File: src/rtl/c2s_pkg.sv
// ----------------------------------------------------------------------------
// c2s_pkg
// shared widths and constants of the cube to sphere mapping pipeline
// ----------------------------------------------------------------------------
package c2s_pkg;

    localparam int COORD_W  = 24;              // signed coordinate width
    localparam int FRAC     = 22;              // fraction bits of normalized values
    localparam int RAD_W    = 23;              // radius register width
    localparam int W_W      = FRAC + 1;        // normalized value, up to 1.0
    localparam int RADIC_W  = FRAC + 2;        // radicand with headroom
    localparam int SQV_W    = RADIC_W + FRAC;  // radicand scaled for the root
    localparam int ROOT_W   = FRAC + 1;        // root, up to 1.0

    localparam int DIV_STG  = W_W;             // one quotient bit per stage
    localparam int RAD_STG  = 4;               // square, cross, third, sum
    localparam int SQRT_STG = ROOT_W;          // one root bit per stage
    localparam int LAT      = 1 + DIV_STG + RAD_STG + SQRT_STG + 3;

    // floor(p / 3) == (p * REC3) >> REC3_SH for p below 2^24
    localparam int             REC3_SH = 25;
    localparam logic [23:0]    REC3    = 24'd11184811;

    localparam logic [RAD_W-1:0]   RADIUS_RST = RAD_W'(1024);
    localparam logic [RADIC_W-1:0] FIX_ONE    = RADIC_W'(1) << FRAC;

    typedef logic [2:0][W_W-1:0]     t_w_vec;
    typedef logic [2:0][RADIC_W-1:0] t_arg_vec;

endpackage

File: src/rtl/c2s_div.sv
// ----------------------------------------------------------------------------
// c2s_div
// pipelined restoring divider: quotient = (mag << FRAC) / radius, mag <= radius
// ----------------------------------------------------------------------------
module c2s_div (
    input  logic                          i_clk,
    input  logic                          i_en,
    input  logic [c2s_pkg::RAD_W-1:0]     i_mag,
    input  logic [c2s_pkg::RAD_W-1:0]     i_radius,
    output logic [c2s_pkg::W_W-1:0]       o_quot
);

    logic [c2s_pkg::RAD_W-1:0] r_rem [c2s_pkg::DIV_STG];
    logic [c2s_pkg::W_W-1:0]   r_q   [c2s_pkg::DIV_STG];
    logic [c2s_pkg::RAD_W-1:0] n_rem [c2s_pkg::DIV_STG];
    logic [c2s_pkg::W_W-1:0]   n_q   [c2s_pkg::DIV_STG];

    always_comb begin
        logic [c2s_pkg::RAD_W:0]   t;
        logic [c2s_pkg::W_W-1:0]   qs;
        logic                      b;
        for (int k = 0; k < c2s_pkg::DIV_STG; k++) begin
            // first step sees mag itself, later steps shift in a zero
            if (k == 0) begin
                t  = {1'b0, i_mag};
                qs = '0;
            end else begin
                t  = {r_rem[k-1], 1'b0};
                qs = r_q[k-1];
            end
            b        = (t >= {1'b0, i_radius});
            n_rem[k] = b ? c2s_pkg::RAD_W'(t - {1'b0, i_radius}) : t[c2s_pkg::RAD_W-1:0];
            n_q[k]   = {qs[c2s_pkg::W_W-2:0], b};
        end
    end

    always_ff @(posedge i_clk) begin
        if (i_en) begin
            for (int k = 0; k < c2s_pkg::DIV_STG; k++) begin
                r_rem[k] <= n_rem[k];
                r_q[k]   <= n_q[k];
            end
        end
    end

    assign o_quot = r_q[c2s_pkg::DIV_STG-1];

endmodule

File: config.mk
export PLATFORM = sky130hd
export DESIGN_NAME = c2s_div
export DESIGN_NICKNAME = d
export VERILOG_FILES = /design/src/rtl/c2s_pkg.sv /design/src/rtl/c2s_div.sv
export SDC_FILE = /design/constraint.sdc
export NUM_CORES = 2
export LEC_CHECK = 0
export BUFFER_PORTS_ARGS = -buffer_cell sky130_fd_sc_hd__clkbuf_2
export CORE_MARGIN = 3
export CORE_UTILIZATION = 55
export DETAILED_ROUTE_END_ITERATION = 6
export PLACE_DENSITY_LB_ADDON = 0.12
export SLEW_MARGIN = 20
export SYNTH_ARGS = -nofsm -noshare
export SYNTH_HDL_FRONTEND = slang
export SYNTH_SLANG_ARGS = --single-unit
File: constraint.sdc
create_clock -name i_clk -period 6.8 [get_ports i_clk]
set_clock_uncertainty 0.1 [all_clocks]
set_input_delay 0 -clock i_clk [delete_from_list [all_inputs] [get_ports i_clk]]
set_output_delay 0 -clock i_clk [all_outputs]
set_load 0.01 [all_outputs]
==> impl_metrics.toml <==
[run_status]
status = "finished clean"

[setup_path]
worstRegToRegCells = 10
end_kind = "flop"
worst-r2r-setup-slack_ps = 2760
r2r-end = "r_rem[0][153]"
required_ps = 7090
max_stage_delay_ps = 660
r2r_start = "r_rem[0][115]"
worst-path-buf-inv = 4
worstPathMaxFanout = 28
cp_slowest_cell = "a211o_1"
path_delay_family = "compound AO/OA/AOI/OAI gates"
cp_cell_sequence = "dlygate4sd3_1 > clkbuf_2 > clkinv_2 > buf_4 > fa_1 > a21o_1 > a221oi_2 > a21oi_1 > a41oi_1 > o311ai_0 > a21boi_1 > o21ai_1 > a211o_1 > mux2_2"
path_class = "input pin to flop"
crit_arrival_ps = 4860
cp-start-kind = "input pin"

[route]
routed_wl_mm = 130
vias = 38900
wl_per_cell_um = 20.3
detail-route-antenna-nets = 0
drt_iter0_drc = 2890
viasPerCell = 6.06
drc = 0
dr.pass1.iters = 6

[synth]
synth_top_cell_by_area = "edfxtp_1"
synth_area_mm2 = 0.0533
yosysSeqAreaShare = 0.440
synthArstFlopShare = 0
netlist_instances = 4942
ys_ff_latch = 782
yosys_warnings = 0
synth_area_leaders = "edfxtp_1 44%, ha_1 12%, mux2_2 4.7%"
synth.avg_cell_area_um2 = 10.8
yosys_most_used_dff = "edfxtp_1"
synth_nets = 5540
synth_top_area_share = 0.440
synth_cell_types = 88
synth_edf_count = 782

[pwr]
leakage_nw = 23.5
p_per_area_mw_per_mm2 = 514
ir_drop_uv = 255
p_int_mw = 18.4
comb_power_share = 0.521
clkPwrFrac = 0.168
p_sw_frac = 0.390
seqPwrFrac = 0.311
p_switching_mw = 11.7
p_total_mw = 30.1

[timing]
setup_violations = 0
worst-slew-pin-transition_ps = 1280
min_period_ps = 4570
max_freq_ghz = 0.219
slew_viol_final = 0
finalCritPeriodShare = 0.672
rsz0062_at_grt = "false"
relSlewSlack = 0.145
setup-tns-final_ps = 0
hold_viol = 0

[hold_path]
hold_depth = 3
hp-class = "input pin to flop"
hold_start = "i_mag[14]"
hold_end = "r_rem[0][14]"

[place]
dp_hpwl_mm = 90.4
gp_congestion = 0.906
placed_area_mm2 = 0.0553
port_buffers = 70

[die]
ioPinCount = 71
rows = 113
initial_core_util = 0.558
die_area_mm2 = 0.101
dieHeight_um = 317
die_w_um = 317
core_area_mm2 = 0.0956

[final_layout]
final_cell_area_mm2 = 0.0587
nNetsFinal = 5678
antenna_cells = 0
area_growth_pct = 10.0
drive_above_1_share = 0.113

[global_route]
grt_overflow = 0
grt_pass1_wl_mm = 206
grt_pass1_vias = 37800
grt_max_degree = 181
antenna_found_initial = 2
gr-usage-all-layers = 0.255

[cts]
htreeDepth = 3
clkTransAtPathRegs_ps = 60
numClockSinks = 782
cts_tree = "built"
clk_latency_ps = 670
ctsRootBufferMaster = "clkbuf_16"
cts_buffer_depth = 3
numCtsBuffers = 89

[flow_run]
drv_cap = 0
## metrics by stage
step / std cells / util / setup WS, ps / hold WS (ps)
2_1_floorplan: 4942 / - / 1600 / 12.5
3_3_place_gp: 6219 / 0.578 / 1970 / 231
3_5_place_dp: 6219 / 0.578 / 1950 / 227
4_1_cts: 6416 / 0.614 / 2100 / 49.9
5_1_grt: 6417 / 0.614 / 1830 / 77.4
6_report: 6417 / 0.614 / 2230 / 105
## worst max-delay path by stage
stage | from | to | slack [ps] | cells after the start
after floorplan | i_radius[0] | r_rem[0][27] | 1600 | 15
after global placement | i_radius[0] | r_rem[2][52] | 1970 | 12
after detailed placement | i_radius[0] | r_rem[2][52] | 1950 | 12
after CTS | i_radius[0] | r_rem[2][62] | 2100 | 13
after global routing | i_radius[0] | r_rem[0][155] | 1830 | 13
final | i_radius[0] | r_rem[2][122] | 2230 | 14
## worst min-delay path, stage by stage
cell	delay [ps]
dlygate4sd3_1	520
clkbuf_2	120
mux2_4	130
## synth_stat cells (all sizes together) (15+ instances only)
cell type,n
a2111oi,15
a211oi,41
a21boi,18
a21o,252
a21oi,437
a31o,17
a31oi,42
and2,29
and3,33
and4,19
buf,43
clkbuf,70
edfxtp,782
fa,22
ha,528
inv,140
mux2,240
nand2,351
nand2b,62
nand3,82
nand4,63
nor2,319
nor2b,50
nor3,69
o211ai,19
o21a,71
o21ai,388
o21bai,62
o31ai,28
or2,18
or3,15
xnor2,262
xor2,158
## kinds of logic (layout without fill, tap and decap cells)
| family | count (synthesis) | in the layout | synth area share |
|---|---|---|---|
| flops | 782 | 782 | 0.440 |
| compound gates | 1533 | 1533 | 0.183 |
| simple gates | 1154 | 1154 | 0.102 |
| xor+xnor | 420 | 420 | 0.0690 |
| mux | 250 | 250 | 0.0537 |
| buf+inv | 253 | 463 | 0.0198 |
| fa+ha+maj | 550 | 550 | 0.132 |
## repair_timing
item                      4_1_cts  5_1_grt
hold buffers                   34        0
hold endpoints to repair      130        0
buffers inserted                0        0
gates resized for setup         0        0
## layer usage
| layer | routed length [um] | vias up | global-route usage |
|---|---|---|---|
| met5 | 0 | - | 0 |
| li1 | - | 19100 | - |
| met4 | 5330 | 0 | 0.0959 |
| met3 | 6610 | 269 | 0.0326 |
| met1 | 59100 | 18500 | 0.354 |
| met2 | 59200 | 1054 | 0.410 |
## cell usage in the layout, fill, tap and decap left out, drive strengths merged, types with 15 or more instances in the layout
master,n
a2111oi,15
a211oi,41
a21boi,18
a21o,252
a21oi,437
a31o,17
a31oi,42
and2,29
and3,33
and4,19
buf,57
bufinv,16
clkbuf,172
clkinv,40
dlygate4sd3,34
edfxtp,782
fa,22
ha,528
inv,139
mux2,240
nand2,351
nand2b,62
nand3,82
nand4,63
nor2,319
nor2b,50
nor3,69
o211ai,19
o21a,71
o21ai,388
o21bai,62
o31ai,28
or2,18
or3,15
xnor2,262
xor2,158
## state kept, by name (all words and copies together) (netlist names)
name and count:
r_q 276, r_rem 506
## layout make-up
class	instances	area, um^2
Clock buffer	103	2320
Inverter	140	527
Fill cell	7881	36900
Multi-Input combinational cell	3907	28900
Clock inverter	60	737
Timing Repair Buffer	160	1180
Tap cell	1265	1580
Sequential cell	782	23500
## power by group through the flow
stage               registers (mW)  logic, mW  clock network (mW)
floorplan                     8.73       12.6                   0
global placement              9.44       15.2                   0
detailed placement            9.40       15.4                   0
CTS                           9.35       15.6                5.18
global route                  9.49       17.6                5.38
finish                        9.37       15.7                5.05
Power figures use the tool's default switching activity.
