--- config.mk ---
export PLATFORM = sky130hd
export DESIGN_NAME = c2s_sqrt
export DESIGN_NICKNAME = d
export VERILOG_FILES = /design/src/rtl/c2s_pkg.sv /design/src/rtl/c2s_sqrt.sv
export SDC_FILE = /design/constraint.sdc
export NUM_CORES = 2
export LEC_CHECK = 0
export BUFFER_PORTS_ARGS = -buffer_cell sky130_fd_sc_hd__buf_4
export CAP_MARGIN = 10
export CORE_MARGIN = 2
export CORE_UTILIZATION = 45
export CTS_CLUSTER_SIZE = 25
export DETAILED_ROUTE_END_ITERATION = 8
export PLACE_DENSITY = 0.7
export SLEW_MARGIN = 5
export SYNTH_ARGS = -nofsm -noshare
export SYNTH_HDL_FRONTEND = slang
export SYNTH_SLANG_ARGS = --single-unit
--- constraint.sdc ---
create_clock -name i_clk -period 4.5 [get_ports i_clk]
set_input_delay 0.9 -clock i_clk [delete_from_list [all_inputs] [get_ports i_clk]]
set_output_delay 0.9 -clock i_clk [all_outputs]
set_load 0.01 [all_outputs]
--- src/rtl/c2s_pkg.sv ---
// ----------------------------------------------------------------------------
// c2s_pkg
// shared widths and constants of the cube to sphere mapping pipeline
// ----------------------------------------------------------------------------
package c2s_pkg;

    localparam int COORD_W  = 24;              // signed coordinate width
    localparam int FRAC     = 22;              // fraction bits of normalized values
    localparam int RAD_W    = 23;              // radius register width
    localparam int W_W      = FRAC + 1;        // normalized value, up to 1.0
    localparam int RADIC_W  = FRAC + 2;        // radicand with headroom
    localparam int SQV_W    = RADIC_W + FRAC;  // radicand scaled for the root
    localparam int ROOT_W   = FRAC + 1;        // root, up to 1.0

    localparam int DIV_STG  = W_W;             // one quotient bit per stage
    localparam int RAD_STG  = 4;               // square, cross, third, sum
    localparam int SQRT_STG = ROOT_W;          // one root bit per stage
    localparam int LAT      = 1 + DIV_STG + RAD_STG + SQRT_STG + 3;

    // floor(p / 3) == (p * REC3) >> REC3_SH for p below 2^24
    localparam int             REC3_SH = 25;
    localparam logic [23:0]    REC3    = 24'd11184811;

    localparam logic [RAD_W-1:0]   RADIUS_RST = RAD_W'(1024);
    localparam logic [RADIC_W-1:0] FIX_ONE    = RADIC_W'(1) << FRAC;

    typedef logic [2:0][W_W-1:0]     t_w_vec;
    typedef logic [2:0][RADIC_W-1:0] t_arg_vec;

endpackage

--- src/rtl/c2s_sqrt.sv ---
// ----------------------------------------------------------------------------
// c2s_sqrt
// pipelined digit by digit integer square root of (arg << FRAC)
// ----------------------------------------------------------------------------
module c2s_sqrt (
    input  logic                          i_clk,
    input  logic                          i_en,
    input  logic [c2s_pkg::RADIC_W-1:0]   i_arg,
    output logic [c2s_pkg::ROOT_W-1:0]    o_root
);

    logic [c2s_pkg::SQV_W-1:0]  r_rem  [c2s_pkg::SQRT_STG];
    logic [c2s_pkg::ROOT_W-1:0] r_root [c2s_pkg::SQRT_STG];
    logic [c2s_pkg::SQV_W-1:0]  n_rem  [c2s_pkg::SQRT_STG];
    logic [c2s_pkg::ROOT_W-1:0] n_root [c2s_pkg::SQRT_STG];

    always_comb begin
        logic [c2s_pkg::SQV_W:0]    t;
        logic [c2s_pkg::SQV_W-1:0]  rs;
        logic [c2s_pkg::ROOT_W-1:0] qs;
        logic                       b;
        for (int k = 0; k < c2s_pkg::SQRT_STG; k++) begin
            if (k == 0) begin
                rs = {i_arg, c2s_pkg::FRAC'(0)};
                qs = '0;
            end else begin
                rs = r_rem[k-1];
                qs = r_root[k-1];
            end
            // (root + 2^i)^2 - root^2
            t = ((c2s_pkg::SQV_W+1)'(qs) << (c2s_pkg::ROOT_W - k))
              + ((c2s_pkg::SQV_W+1)'(1) << (2 * (c2s_pkg::ROOT_W - 1 - k)));
            b         = ({1'b0, rs} >= t);
            n_rem[k]  = b ? c2s_pkg::SQV_W'({1'b0, rs} - t) : rs;
            n_root[k] = qs | (b ? (c2s_pkg::ROOT_W'(1) << (c2s_pkg::ROOT_W - 1 - k)) : '0);
        end
    end

    always_ff @(posedge i_clk) begin
        if (i_en) begin
            for (int k = 0; k < c2s_pkg::SQRT_STG; k++) begin
                r_rem[k]  <= n_rem[k];
                r_root[k] <= n_root[k];
            end
        end
    end

    assign o_root = r_root[c2s_pkg::SQRT_STG-1];

endmodule

==> Flow_metrics.wiki <==
{| class="wikitable"
! Metric !! Value
|-
| Count of buffers from port buffering || 48
|-
| Post-route antenna net violation count || 0
|-
| Global routing usage on met3 || 0.0238
|-
| TritonCTS clock tree || done
|-
| Synth top area cells || edfxtp_1 (57%), ha_1 (7.2%), xnor2_1 (3.6%)
|-
| Total number of H-tree levels || 3
|-
| Final Hold Slack || 0.395 ns
|-
| Internal power component || 17700 µW
|-
| Clock-pin slew reported for the worst setup and hold paths after clock tree synthesis || around 0.060 ns
|-
| Arrival time worst endpoint || 4.36 ns
|-
| Syn. warnings || 0
|-
| Relative slew slack || 0.359
|-
| Number of global-route vias before repair || 30100
|-
| I/O pins || 49
|-
| Initial detailed-routing violation count || about 1900
|-
| Global-route usage over all layers || 0.167
|-
| Share of the yosys chip area belonging to registers || 0.570
|-
| Width of the die || 329 µm
|-
| Post-synth top cells || edfxtp_1 (904), inv_1 (356), nand2_1 (295)
|-
| Sinks on Clock Net || 904
|-
| Classification of the worst setup path || register to register
|-
| Switching Power || 6870 µW
|-
| Maximum frequency from static timing analysis || 0.253 GHz
|-
| FF+latch count, synth || 904
|-
| Later-pin clock latency in the skew report || 0.68 ns
|-
| Run status || finished clean
|-
| Largest area contributor in the synthesized netlist || edfxtp_1
|-
| Die Ht || 329 µm
|-
| Required @ worst endpoint || 4.92 ns
|-
| Distinct cells, synth || 92
|-
| RSZ-0062 raised after global routing || no
|-
| Kind of path behind the tightest hold check || input pin to register
|-
| Number of buffers created by CTS || 96
|-
| Most numerous cell in the Yosys netlist || edfxtp_1
|-
| Number of enable flip-flop cells after synthesis || 904
|-
| Max-cap violation count || 0
|-
| Synthesized instance count || roughly 4000
|-
| Number of detailed-route iterations in the first pass || 8
|-
| Met1 Track Usage GR || 0.196
|-
| Critical path fanouts, max || 31
|-
| Compound-Gate Fraction of Synth Area || 0.113
|-
| IR drop worst, VDD || between 400 and 500 µV
|-
| Syn Std Cell Area || 47600 µm²
|-
| Clock network fraction of total power || 0.325
|-
| First-pass GRT wire length || approximately 150 mm
|-
| Number of endpoints with negative hold slack in the final report || 0
|-
| Initial antenna violation count || 2
|-
| Footprint of the flip-flops and latches || between 20000 and 30000 µm²
|-
| Post-Synthesis Mean Instance Area || 11.8 µm²
|-
| Critical Path End Type || register
|-
| Clock Skew || between 0.04 and 0.05 ns
|-
| Flip-flop cell with the highest count after synthesis || edfxtp_1
|-
| Multi-input gate area in the final layout || 18900 µm²
|-
| Simple-gate share of the synthesized area || 0.124
|-
| Final Max Tran Viols || 0
|-
| Logic gate share of total power || 0.201
|-
| Synthesis-to-finish area growth || 11.4%
|-
| Mux share of post-synthesis cell area || 0.0105
|-
| GRT Max-Usage Layer || met2
|-
| Final worst path period need || just under 4 ns
|-
| CTS resizes || 0
|-
| Detailed placement HPWL || approximately 67 mm
|-
| Initial core utilization || 0.453
|-
| Static leakage || 0.0201 µW
|-
| Share of post-route cells with drive strength above 1 || 0.0714
|-
| Core Box Area || 105000 µm²
|-
| Launching element type of the critical path || register
|-
| Total Negative Setup Slacks || 0 ns
|-
| Vias || 30300
|-
| Dominant combinational cell family by area after synthesis || simple AND/OR/NAND/NOR gates
|-
| Worst Tran Pin Value || 0.960 ns
|-
| Pin count of the biggest net entering global routing || 111
|-
| Wirelength per Cell || 16.1 µm
|-
| Total setup violations reported at the end of the flow || 0
|-
| Xor/xnor share of the synthesized area || 0.0719
|-
| Std cell rows || between 100 and 150
|-
| GRT met2 Usage || 0.306
|-
| Async set-reset flop share out of synthesis || 0
|-
| Proportion of netlist area held by the largest area contributor || 0.570
|-
| Number of buffers inserted to repair setup after CTS || 0
|-
| Worst slack after detailed placement || 0.588 ns
|-
| PnR worst setup slack || about 0.56 ns
|-
| Portion of total power attributed to sequential cells || 0.475
|-
| Last weighted congestion value of the routability-driven placer || 0.899
|-
| Adder and majority gate portion of the synthesized area || 0.0761
|-
| CTS Root Cell || clkbuf_16
|-
| Die Footprint || 109000 µm²
|-
| Layout Nets || 4476
|-
| Drt drc || 0
|-
| Power density relative to cell area || about 460 nW/µm²
|-
| Average vias per placed instance || 5.38
|-
| Syn Nets || 4359
|-
| Final critical-path share of the clock period || 0.877
|-
| Clock buffer depth || 3
|-
| Detailed Route WL || 90.5 mm
|-
| Congestion Overflow GR || 0
|-
| Fraction of power spent switching nets || 0.280
|-
| Fillers || 9127
|-
| Hold-fix buffer count after cts || 0
|}
-- critical path, stage by stage, from the launching register on --
cell,delay [ns]
edfxtp_1,0.47
ha_1,0.27
fa_1,0.44
a21o_1,0.19
a21oi_1,0.24
o21ai_0,0.25
a311oi_1,0.54
o21bai_1,0.22
a211oi_4,0.33
buf_4,0.35
mux2_2,0.38
-- kinds of logic after synthesis --
group | Yosys count
simple gates | 1148
xor+xnor | 391
fa+ha+maj | 284
mux | 45
buf+inv | 427
flops | 904
compound gates | 850
-- registers in the layout (all words and copies together) (netlist names) --
register	count
r_root	276
r_rem	628
-- through the flow --
stage / util / cell area [µm²] / total power, µW / cells
after floorplan: - / 47600 / 15200 / 4049
after global placement: 0.474 / 49900 / 16600 / 5459
after detailed placement: 0.474 / 49900 / 16700 / 5459
after CTS: 0.505 / 53100 / 24700 / 5635
after global routing: 0.505 / 53100 / 25800 / 5635
final: 0.505 / 53100 / 24500 / 5637
-- power by group through the flow --
stage                     registers, µW  logic [µW]  clock network [µW]
final                             11600        4920                7960
after global routing              11800        5520                8470
after CTS                         11600        4910                8140
after detailed placement          11800        4860                   0
after global placement            11800        4770                   0
after floorplan                   11500        3720                   0
-- final cells by class --
| type | count | share of cell area |
|---|---|---|
| sequential | 904 | 0.511 |
| timing repair buffer | 86 | 0.0142 |
| multi-input combinational | 2718 | 0.355 |
| clock buffer | 120 | 0.0478 |
| clock inverter | 56 | 0.0129 |
| inverter | 360 | 0.0255 |
| tap | 1391 | 0.0328 |
| antenna | 2 | 0.0000943 |
-- final timing paths --
check                                   start       endpoint  slack [ns]  depth (start not counted)
worst max register to register   r_rem[2][12]   r_rem[2][59]        0.56                         10
worst min register to register  r_root[2][65]  r_root[2][88]        0.44                          0
worst min-delay path                i_arg[20]   r_rem[0][42]        0.40                          1
worst max-delay path             r_rem[2][12]   r_rem[2][59]        0.56                         10
-- cell usage in the layout, fill, tap and decap left out, drive strengths merged, types with 17 or more instances in the layout --
cell type,instances
nand2,295
a211oi,33
nand4,33
and2,24
o21bai,25
a21o,88
nor2b,40
clkbuf,120
or3,57
nor4b,17
a21oi,195
o211ai,17
nor2,223
xor2,193
nand2b,58
inv,360
buf,86
and3,18
a31oi,26
xnor2,198
clkinv,41
o31ai,42
or2,23
or4,30
o21ai,254
ha,274
nand3,61
edfxtp,904
nor3,131
o21a,58
mux2,41
nor4,82
-- metal layers --
metal,vias up,share of wire
met5,-,0
met4,0,0.036
met3,221,0.037
met2,576,0.51
met1,14300,0.42
li1,15200,-
Note: power is estimated with default switching activity, not from simulation.
